**src/ryc_pkg.sv**
```systemverilog
// Shared types, constants and coefficient tables for the RGB/YCbCr converter.
// Depends on nothing; every other source file imports it.
`default_nettype none

package ryc_pkg;

  typedef enum logic {
    DIR_YUV_TO_RGB = 1'b0,
    DIR_RGB_TO_YUV = 1'b1
  } dir_t;

  localparam int PIX_W      = 8;
  localparam int NUM_CH     = 3;
  localparam int OPND_W     = 9;   // signed operand after offset removal
  localparam int COEF_W     = 11;  // signed coefficient
  localparam int PROD_W     = 20;
  localparam int SUM_W      = 22;
  localparam int APB_ADDR_W = 3;
  localparam int APB_DATA_W = 32;

  localparam logic [APB_ADDR_W-1:0] ADDR_DIRECTION = 3'd0;

  localparam int SHIFT_YUV_TO_RGB  = 8;
  // Luma keeps the usual scale; the chroma sums are quarter-scaled.
  localparam int SHIFT_RGB_TO_LUMA = 8;
  localparam int SHIFT_RGB_TO_YUV  = 10;

  localparam logic [PIX_W-1:0] LUMA_OFFSET   = 8'd16;
  localparam logic [PIX_W-1:0] CHROMA_OFFSET = 8'd128;
  localparam logic [PIX_W-1:0] PIX_MAX       = 8'd255;

  typedef logic signed [COEF_W-1:0] coef_t;

  // Rows are output channels, columns are input components.
  localparam coef_t COEF_YUV_TO_RGB [NUM_CH][NUM_CH] = '{
    '{11'sd298,  11'sd0,    11'sd409},
    '{11'sd298, -11'sd100, -11'sd208},
    '{11'sd298,  11'sd517,  11'sd0}
  };

  localparam coef_t COEF_RGB_TO_YUV [NUM_CH][NUM_CH] = '{
    '{ 11'sd66,  11'sd129,  11'sd25},
    '{-11'sd38, -11'sd74,   11'sd112},
    '{ 11'sd112, -11'sd94, -11'sd18}
  };

  typedef struct packed {
    dir_t                               dir;
    logic [NUM_CH-1:0][PIX_W-1:0]       pix;
  } pix_item_t;

  typedef struct packed {
    dir_t                                   dir;
    logic [NUM_CH-1:0][NUM_CH-1:0][PROD_W-1:0] prod;
  } prod_item_t;

  typedef struct packed {
    dir_t                               dir;
    logic [NUM_CH-1:0][SUM_W-1:0]       sum;
  } sum_item_t;

endpackage

`default_nettype wire

```
**src/ryc_prod.sv**
```systemverilog
// First pipeline stage: offset removal (YUV to RGB only) and the nine coefficient products.
// Depends on ryc_pkg.
`default_nettype none

module ryc_prod
  import ryc_pkg::*;
(
  input  wire logic       clk,
  input  wire logic       rst,
  input  wire logic       in_valid,
  output      logic       in_ready,
  input  wire pix_item_t  in_item,
  output      logic       out_valid,
  input  wire logic       out_ready,
  output      prod_item_t out_item
);

  prod_item_t prod_next;

  always_comb begin
    logic signed [PROD_W-1:0] opnd;
    logic signed [PROD_W-1:0] coef;
    logic signed [OPND_W-1:0] opnd_n;
    logic        [PIX_W-1:0]  offs;
    prod_next.dir = in_item.dir;
    for (int ch = 0; ch < NUM_CH; ch++) begin
      for (int k = 0; k < NUM_CH; k++) begin
        offs = (k == 0) ? LUMA_OFFSET : CHROMA_OFFSET;
        if (in_item.dir == DIR_YUV_TO_RGB) begin
          opnd_n = $signed({1'b0, in_item.pix[k]}) - $signed({1'b0, offs});
          coef   = PROD_W'(COEF_YUV_TO_RGB[ch][k]);
        end else begin
          opnd_n = $signed({1'b0, in_item.pix[k]});
          coef   = PROD_W'(COEF_RGB_TO_YUV[ch][k]);
        end
        opnd = PROD_W'(opnd_n);
        prod_next.prod[ch][k] = opnd * coef;
      end
    end
  end

  assign in_ready = !out_valid || out_ready;

  always_ff @(posedge clk) begin
    if (rst) begin
      out_valid <= 1'b0;
    end else if (in_ready) begin
      out_valid <= in_valid;
    end
  end

  always_ff @(posedge clk) begin
    if (in_valid && in_ready) begin
      out_item <= prod_next;
    end
  end

endmodule

`default_nettype wire

```
**src/ryc_sum.sv**
```systemverilog
// Second pipeline stage: adds the three products of each output channel.
// Depends on ryc_pkg.
`default_nettype none

module ryc_sum
  import ryc_pkg::*;
(
  input  wire logic       clk,
  input  wire logic       rst,
  input  wire logic       in_valid,
  output      logic       in_ready,
  input  wire prod_item_t in_item,
  output      logic       out_valid,
  input  wire logic       out_ready,
  output      sum_item_t  out_item
);

  sum_item_t sum_next;

  always_comb begin
    logic signed [SUM_W-1:0] acc;
    logic signed [SUM_W-1:0] term;
    sum_next.dir = in_item.dir;
    for (int ch = 0; ch < NUM_CH; ch++) begin
      acc = '0;
      for (int k = 0; k < NUM_CH; k++) begin
        term = SUM_W'($signed(in_item.prod[ch][k]));
        acc  = acc + term;
      end
      sum_next.sum[ch] = acc;
    end
  end

  assign in_ready = !out_valid || out_ready;

  always_ff @(posedge clk) begin
    if (rst) begin
      out_valid <= 1'b0;
    end else if (in_ready) begin
      out_valid <= in_valid;
    end
  end

  always_ff @(posedge clk) begin
    if (in_valid && in_ready) begin
      out_item <= sum_next;
    end
  end

endmodule

`default_nettype wire

```
**src/ryc_out.sv**
```systemverilog
// Third pipeline stage: scaling shift, then clamping or offset, into the
// output register. Depends on ryc_pkg.
`default_nettype none

module ryc_out
  import ryc_pkg::*;
(
  input  wire logic      clk,
  input  wire logic      rst,
  input  wire logic      in_valid,
  output      logic      in_ready,
  input  wire sum_item_t in_item,
  output      logic      out_valid,
  input  wire logic      out_ready,
  output      pix_item_t out_item
);

  pix_item_t pix_next;

  always_comb begin
    logic signed [SUM_W-1:0] shifted;
    logic        [PIX_W-1:0] offs;
    pix_next.dir = in_item.dir;
    for (int ch = 0; ch < NUM_CH; ch++) begin
      offs = (ch == 0) ? LUMA_OFFSET : CHROMA_OFFSET;
      if (in_item.dir == DIR_YUV_TO_RGB) begin
        shifted = $signed(in_item.sum[ch]) >>> SHIFT_YUV_TO_RGB;
        if (shifted < 0) begin
          pix_next.pix[ch] = '0;
        end else if (shifted > $signed({{(SUM_W-PIX_W){1'b0}}, PIX_MAX})) begin
          pix_next.pix[ch] = PIX_MAX;
        end else begin
          pix_next.pix[ch] = shifted[PIX_W-1:0];
        end
      end else begin
        if (ch == 0) begin
          shifted = $signed(in_item.sum[ch]) >>> SHIFT_RGB_TO_LUMA;
        end else begin
          shifted = $signed(in_item.sum[ch]) >>> SHIFT_RGB_TO_YUV;
        end
        pix_next.pix[ch] = shifted[PIX_W-1:0] + offs;
      end
    end
  end

  assign in_ready = !out_valid || out_ready;

  always_ff @(posedge clk) begin
    if (rst) begin
      out_valid <= 1'b0;
    end else if (in_ready) begin
      out_valid <= in_valid;
    end
  end

  always_ff @(posedge clk) begin
    if (in_valid && in_ready) begin
      out_item <= pix_next;
    end
  end

endmodule

`default_nettype wire

```
**src/rgb_yuv_color_converter.sv**
```systemverilog
// Top level of the BT.601 RGB/YCbCr pixel converter: register port and a
// three-stage pipeline. Depends on ryc_pkg, ryc_prod, ryc_sum and ryc_out.
//
//   Channel   Direction  Group                      Contents
//   input     in         s_tvalid/s_tready/s_tdata  one pixel, three components
//   output    out        m_tvalid/m_tready/m_tdata  one converted pixel
//   config    in/out     psel/penable/pwrite/...    direction register at 0x0
//
// One item is accepted in every clock cycle while the output is taken; each
// item passes the product, sum and output registers in turn (shift, clamp/offset).
// Reset empties the pipeline and sets the direction to YUV to RGB.
// Each stage holds its item while the stage after it is full and stalled, so
// a stall at the output backs up stage by stage; bubbles are squeezed out,
// and s_tready falls only when all three stages hold an item.
`default_nettype none

module rgb_yuv_color_converter
  import ryc_pkg::*;
(
  input  wire logic                        clk,
  input  wire logic                        rst,
  // Pixel input.
  input  wire logic                        s_tvalid,
  output      logic                        s_tready,
  input  wire logic [NUM_CH*PIX_W-1:0]     s_tdata,   // in_first, in_second, in_third
  // Pixel output.
  output      logic                        m_tvalid,
  input  wire logic                        m_tready,
  output      logic [NUM_CH*PIX_W-1:0]     m_tdata,   // out_first, out_second, out_third
  // Register port.
  input  wire logic                        psel,
  input  wire logic                        penable,
  input  wire logic                        pwrite,
  input  wire logic [APB_ADDR_W-1:0]       paddr,
  input  wire logic [APB_DATA_W-1:0]       pwdata,
  output      logic [APB_DATA_W-1:0]       prdata,
  output      logic                        pready
);

  dir_t       direction;
  pix_item_t  in_item;
  prod_item_t prod_item;
  sum_item_t  sum_item;
  pix_item_t  out_item;
  logic       prod_valid;
  logic       prod_ready;
  logic       sum_valid;
  logic       sum_ready;

  // The direction register. Only bit 0 of the written data is kept; writes
  // to any other address are ignored.
  assign pready = 1'b1;

  always_ff @(posedge clk) begin
    if (rst) begin
      direction <= DIR_YUV_TO_RGB;
    end else if (psel && penable && pwrite && pready && (paddr == ADDR_DIRECTION)) begin
      direction <= dir_t'(pwdata[0]);
    end
  end

  always_comb begin
    if (paddr == ADDR_DIRECTION) begin
      prdata = {{(APB_DATA_W-1){1'b0}}, direction};
    end else begin
      prdata = '0;
    end
  end

  // The direction travels with every item, so each stage knows which
  // coefficient set and which final step applies to it.
  assign in_item.dir = direction;
  assign in_item.pix = s_tdata;

  ryc_prod u_prod (
    .clk       (clk),
    .rst       (rst),
    .in_valid  (s_tvalid),
    .in_ready  (s_tready),
    .in_item   (in_item),
    .out_valid (prod_valid),
    .out_ready (prod_ready),
    .out_item  (prod_item)
  );

  ryc_sum u_sum (
    .clk       (clk),
    .rst       (rst),
    .in_valid  (prod_valid),
    .in_ready  (prod_ready),
    .in_item   (prod_item),
    .out_valid (sum_valid),
    .out_ready (sum_ready),
    .out_item  (sum_item)
  );

  ryc_out u_out (
    .clk       (clk),
    .rst       (rst),
    .in_valid  (sum_valid),
    .in_ready  (sum_ready),
    .in_item   (sum_item),
    .out_valid (m_tvalid),
    .out_ready (m_tready),
    .out_item  (out_item)
  );

  assign m_tdata = out_item.pix;

  // The input is held off only when every stage is occupied.
  assert property (@(posedge clk) disable iff (rst)
    !s_tready |-> (prod_valid && sum_valid && m_tvalid))
    else $error("input stalled while the pipeline has a free stage");

  // An accepted item always lands in the first stage.
  assert property (@(posedge clk) disable iff (rst)
    (s_tvalid && s_tready) |=> prod_valid)
    else $error("accepted item missing from the first stage");

  // Forward conversion stays inside video range for any 8-bit input.
  assert property (@(posedge clk) disable iff (rst)
    (m_tvalid && (out_item.dir == DIR_RGB_TO_YUV)) |->
      (out_item.pix[0] >= 8'd16) && (out_item.pix[0] <= 8'd235) &&
      (out_item.pix[1] >= 8'd100) && (out_item.pix[1] <= 8'd155) &&
      (out_item.pix[2] >= 8'd100) && (out_item.pix[2] <= 8'd155))
    else $error("RGB to YUV result outside its expected range");

endmodule

`default_nettype wire
```
**config.mk**
```make
export PLATFORM = sky130hd
export DESIGN_NAME = rgb_yuv_color_converter
export DESIGN_NICKNAME = d
export VERILOG_FILES = /design/src/ryc_pkg.sv /design/src/ryc_prod.sv /design/src/ryc_sum.sv /design/src/ryc_out.sv /design/src/rgb_yuv_color_converter.sv
export SDC_FILE = /design/constraint.sdc
export NUM_CORES = 1
export LEC_CHECK = 0
export BUFFER_PORTS_ARGS = -buffer_cell sky130_fd_sc_hd__clkbuf_2
export CAP_MARGIN = 5
export CORE_ASPECT_RATIO = 0.8
export CORE_UTILIZATION = 32
export CTS_CLUSTER_DIAMETER = 40
export DETAILED_ROUTE_END_ITERATION = 10
export REMOVE_ABC_BUFFERS = 1
export SLEW_MARGIN = 20
export SYNTH_ARGS = -nofsm -noshare
export SYNTH_HDL_FRONTEND = slang
export SYNTH_HIERARCHICAL = 1
export SYNTH_SLANG_ARGS = --single-unit
```
**constraint.sdc**
```tcl
create_clock -name clk -period 6.5 [get_ports clk]
set_input_delay 0 -clock clk [delete_from_list [all_inputs] [get_ports clk]]
set_output_delay 0 -clock clk [all_outputs]
set_load 0.02 [all_outputs]
```
Word level (Yosys, flattened, before mapping)
Cells that the tools add are included.
{"block": "totals", "register_bits": 268, "inputBits": 66, "out_inout_bits": 59, "word_cells": 86}
{"block": "classes", "add_sub_neg": 12, "mul": 9, "n_lt_le_gt_ge": 6, "n_mux": 25, "reduce_logical": 13}
{"cell": "two-way mux 8 bit", "n": 13}
{"cell": "multiplier 9 x 20 -> 20 bit", "n": 4}
{"cell": "two-way mux 20 bit", "n": 4}
{"cell": "multiplier 9 x 10 -> 19 bit", "n": 3}
{"cell": "two-way mux 9 bit", "n": 6}
{"cell": "adder 21 x 20 -> 22 bit", "n": 2}
{"cell": "greater-than comparator 14 x 9 -> 1 bit, second input constant", "n": 3}
{"cell": "< comparator 14 x 1 -> 1 bit, second input constant", "n": 3}
{"cell": "adder 19 x 20 -> 21 bit", "n": 1}
{"cell": "adder 20 x 17 -> 21 bit", "n": 1}
{"cell": "adder 20 x 19 -> 21 bit", "n": 1}
{"cell": "adder 19 x 18 -> 20 bit", "n": 1}
{"cell": "multiplier 9 x 9 -> 18 bit", "n": 1}
{"cell": "subtractor 8 x 8 -> 9 bit, second input constant", "n": 2}
{"cell": "multiplier 9 x 8 -> 17 bit", "n": 1}
{"cell": "adder 8 bit, second input constant", "n": 2}
{"cell": "subtractor 8 x 5 -> 9 bit, second input constant", "n": 1}
{"cell": "adder 8 x 5 -> 8 bit, second input constant", "n": 1}
{"cell": "logical AND 1 bit", "n": 6}
{"cell": "two-way mux 6 bit", "n": 1}
{"cell": "zero test 1 bit", "n": 3}
{"cell": "zero test 3 bit", "n": 1}
{"cell": "logical OR 1 bit", "n": 3}
{"cell": "two-way mux 1 bit", "n": 1}

Logic depth before layout (Yosys ltp)
{"block": "logic_depth", "word_depth": 5, "ltp_mapped": 24, "ltp_nobuf": 24}

Cells and area by module
The synthesis kept the hierarchy.
{"module": "ryc_prod", "instances": 1, "cells_per_inst": 1792, "area_each_um2": 20337.0, "seq_area_each_um2": 4824.6}
{"module": "ryc_sum", "instances": 1, "cells_per_inst": 540, "area_each_um2": 6254.7, "seq_area_each_um2": 2031.9}
{"module": "ryc_out", "instances": 1, "cells_per_inst": 114, "area_each_um2": 1246.2, "seq_area_each_um2": 770.7}
{"module": "rgb_yuv_color_converter", "instances": 1, "cells_per_inst": 41, "area_each_um2": 314.1, "seq_area_each_um2": 20.0}

Worst setup path before layout
Ideal clock, no wire load.
{"block": "synth_path", "path_type": "flip-flop to flip-flop", "startpoint": "register direction", "endpoint": "register u_prod/out_item[176] in the netlist's numbering (data pin)", "setup_ns": 0.261, "arrival_ns": 5.825, "required_time_ns": 6.239, "setup_slack_ns": 0.415, "path_stages_with_launch": 21, "period_less_slack_ns": 6.085, "cell_sequence": "dfxtp_1 clkbuf_1 inv_1 clkbuf_1 clkbuf_1 nor2_1 fa_1 fa_1 inv_1 fa_1 fa_1 inv_1 fa_1 ha_1 a21o_1 a21o_1 a311oi_2 a21oi_1 a21o_1 a211oi_1 nor2_1"}
{"element": "start, declared", "line_no": "rgb_yuv_color_converter.sv:40", "text": "dir_t direction;"}
{"element": "start signal, assigned", "line_no": "rgb_yuv_color_converter.sv:58", "text": "direction <= dir_t'(pwdata[0]);"}
{"element": "end signal, assigned", "line_no": "ryc_prod.sv:54", "text": "out_item <= prod_next;"}
{"element": "end, declared", "line_no": "ryc_prod.sv:15", "text": "output prod_item_t out_item"}

==> flow_metrics.tcl <==
set metrics [dict create \
    start_util 0.323 \
    arrival_ns 6.39 \
    critPathMaxFanout 18 \
    finalMaxSlewViolations 0 \
    wirelength_mm 58.4 \
    dr_wl_met2_mm 24.2 \
    power_density_nw_per_um2 407 \
    worst_path_max_delay_cell "fa_1" \
    antenna_found_initial 1 \
    cts_num_sinks 231 \
    critPathTopFamily "adder cells" \
    min_to "u_prod/out_item[63]$_DFFE_PP_" \
    numCtsBuffers 41 \
    clock-root-buffer "clkbuf_16" \
    drt_iter0_markers 870 \
    htreeDepth 2 \
    setup_violations 0 \
    netlist_instances 2429 \
    whs_path_depth 2 \
    crit_type "reg -> reg" \
    synthesis.area_um2 27200 \
    cp.depth 22 \
    p_leak_uw 0.0148 \
    grt_max_degree 161 \
    r2r_cells 22 \
    die_area_um2 86100 \
    worstPathCellList "nor2_1 > inv_1 > nand2_1 > inv_1 > fa_1 > inv_1 > ha_1 > inv_1 > fa_1 > inv_1 > fa_1 > inv_1 > fa_1 > inv_1 > fa_1 > a211oi_1 > o21ai_0 > a31o_2 > a211oi_1 > o21bai_1 > a21oi_1 > xnor2_1" \
    grt_usage 0.139 \
    power_uw 12300 \
    drive_gt1_frac 0.0745 \
    routed.top_layer "met4" \
    wl_met1_mm 30.4 \
    slew_headroom 0.325 \
    std_cell_rows 95 \
    fillers 8233 \
    worstHoldStart "s_tdata[2]" \
    cts_max_path_buffers 3 \
    vias 16670 \
    reg2reg_slack_ns 0.41 \
    vias_per_cell 4.52 \
    drt_pre_antenna_iters 5 \
    grt_pass1_wl_mm 93.3 \
    crit_buf_inv 7 \
    maxCapViolations 0 \
    core-area_um2 84000 \
    hold_viol 0 \
    fin_nets 3411 \
    final_util 0.360 \
    setup_ws_ns 0.406 \
    wl_per_cell_um 15.8 \
    fin_skew_ns 0.0253 \
    worst_pin_slew_ns 1.01 \
    period_minus_slack_ns 6.09 \
    rsz0062_at_grt "no" \
    met3_length_mm 2.78 \
    pin_count 125 \
    cts_tree "done" \
    fmax_mhz 164 \
    syn2layout_area_growth_pct 11.4 \
    r2r-start "direction$_SDFFE_PP0P_" \
    pre_cts_ws_ns 0.377 \
    first_global_vias 16823 \
    place.port_buffers 61 \
    dp_hpwl_mm 49.4 \
    insertion_delay_ns 0.56 \
    post-route-period-util 0.937 \
    crit_required_ns 6.79 \
    start_kind "register" \
    finalSetupTns_ns 0 \
    dieHeight_um 263 \
    diodes 0 \
    drc_errors 0 \
    status "finished, final reports clean" \
    cpMostUsedCell "inv_1" \
    ant_nets 0 \
    hold_path.class "in -> reg" \
    r2r_end "u_prod/out_item[79]$_DFFE_PP_" \
    avgSynthCellArea_um2 11.2 \
    ys_warn_count 6 \
    gp_congestion 0.873 \
    dieWidth_um 328 \
    grt-ovfl-total 0 \
    cpPeakStageDelay_ns 0.54 \
    peakVddDrop_v 0.000281 \
    endpoint_kind "register" \
    clk_pin_slew_ns 0.05 \
]
## sequential cells by signal, summed over array words and instances, names as in the netlist
register,count
u_out/out_valid,1
u_out/out_item,24
u_sum/out_valid,1
u_prod/out_valid,1
u_sum/out_item,43
u_prod/out_item,160
direction,1
## cell type report
class,count,area (um^2),share of cell area
timing repair buffer,96,621,0.0205
clock inverter,28,312,0.0103
inverter,476,1790,0.0590
clock buffer,47,1050,0.0346
sequential,231,6900,0.228
multi-input combinational,1698,18200,0.602
tap,1115,1400,0.0461
## per-stage QoR
stage / cells / hold slack, ns / instance area [um^2]
after floorplan: 2405 / 0.0691 / 26900
after global placement: 3600 / 0.251 / 28700
after detailed placement: 3600 / 0.250 / 28700
after CTS: 3691 / 0.00970 / 30300
after global routing: 3691 / 0.0303 / 30300
final: 3691 / 0.0187 / 30300
## metal layers
| metal | track usage | up-vias |
|---|---|---|
| met4 | 0.0299 | 0 |
| met3 | 0.0217 | 60 |
| met5 | 0 | - |
| met1 | 0.214 | 8037 |
| li1 | - | 8270 |
| met2 | 0.203 | 303 |
## worst max path at each step
stage	start	endpoint	slack, ns
after global placement	direction$_SDFFE_PP0P_	u_prod/out_item[176]$_DFFE_PP_	0.47
after global routing	direction$_SDFFE_PP0P_	u_prod/out_item[118]$_DFFE_PP_	0.06
final	direction$_SDFFE_PP0P_	u_prod/out_item[79]$_DFFE_PP_	0.41
after floorplan	direction$_SDFFE_PP0P_	u_prod/out_item[176]$_DFFE_PP_	0.01
after detailed placement	direction$_SDFFE_PP0P_	u_prod/out_item[119]$_DFFE_PP_	0.38
after CTS	direction$_SDFFE_PP0P_	u_prod/out_item[119]$_DFFE_PP_	0.33
## report_power, final
group / total [uW] / internal [uW] / switching (uW) / leakage, uW
Sequential: 2830 / 2520 / 317 / 0.00224
Combinational: 7390 / 3110 / 4280 / 0.0119
Clock: 2090 / 1280 / 814 / 0.000645
Total: 12300 / 6910 / 5410 / 0.0148
## what timing repair did
action	in CTS	in global routing
hold buffers	16	0
endpoints found under the setup margin	0	1
buffers inserted	0	0
resized for setup	0	1
hold endpoints to repair	14	0
## layout by cell type (no fill, tap or decap), types with 18 or more instances in the layout
cell type,n
edfxtp_1,227
nand3_1,22
clkbuf_2,61
o31ai_1,18
fa_1,340
a21oi_1,97
a21o_1,60
xor2_1,35
inv_1,476
o21ai_0,45
o21bai_1,20
buf_4,18
clkbuf_16,41
nor2_1,81
xnor2_1,109
nand2_1,119
conb_1,58
ha_1,461
(Power assumes the default switching activity.)
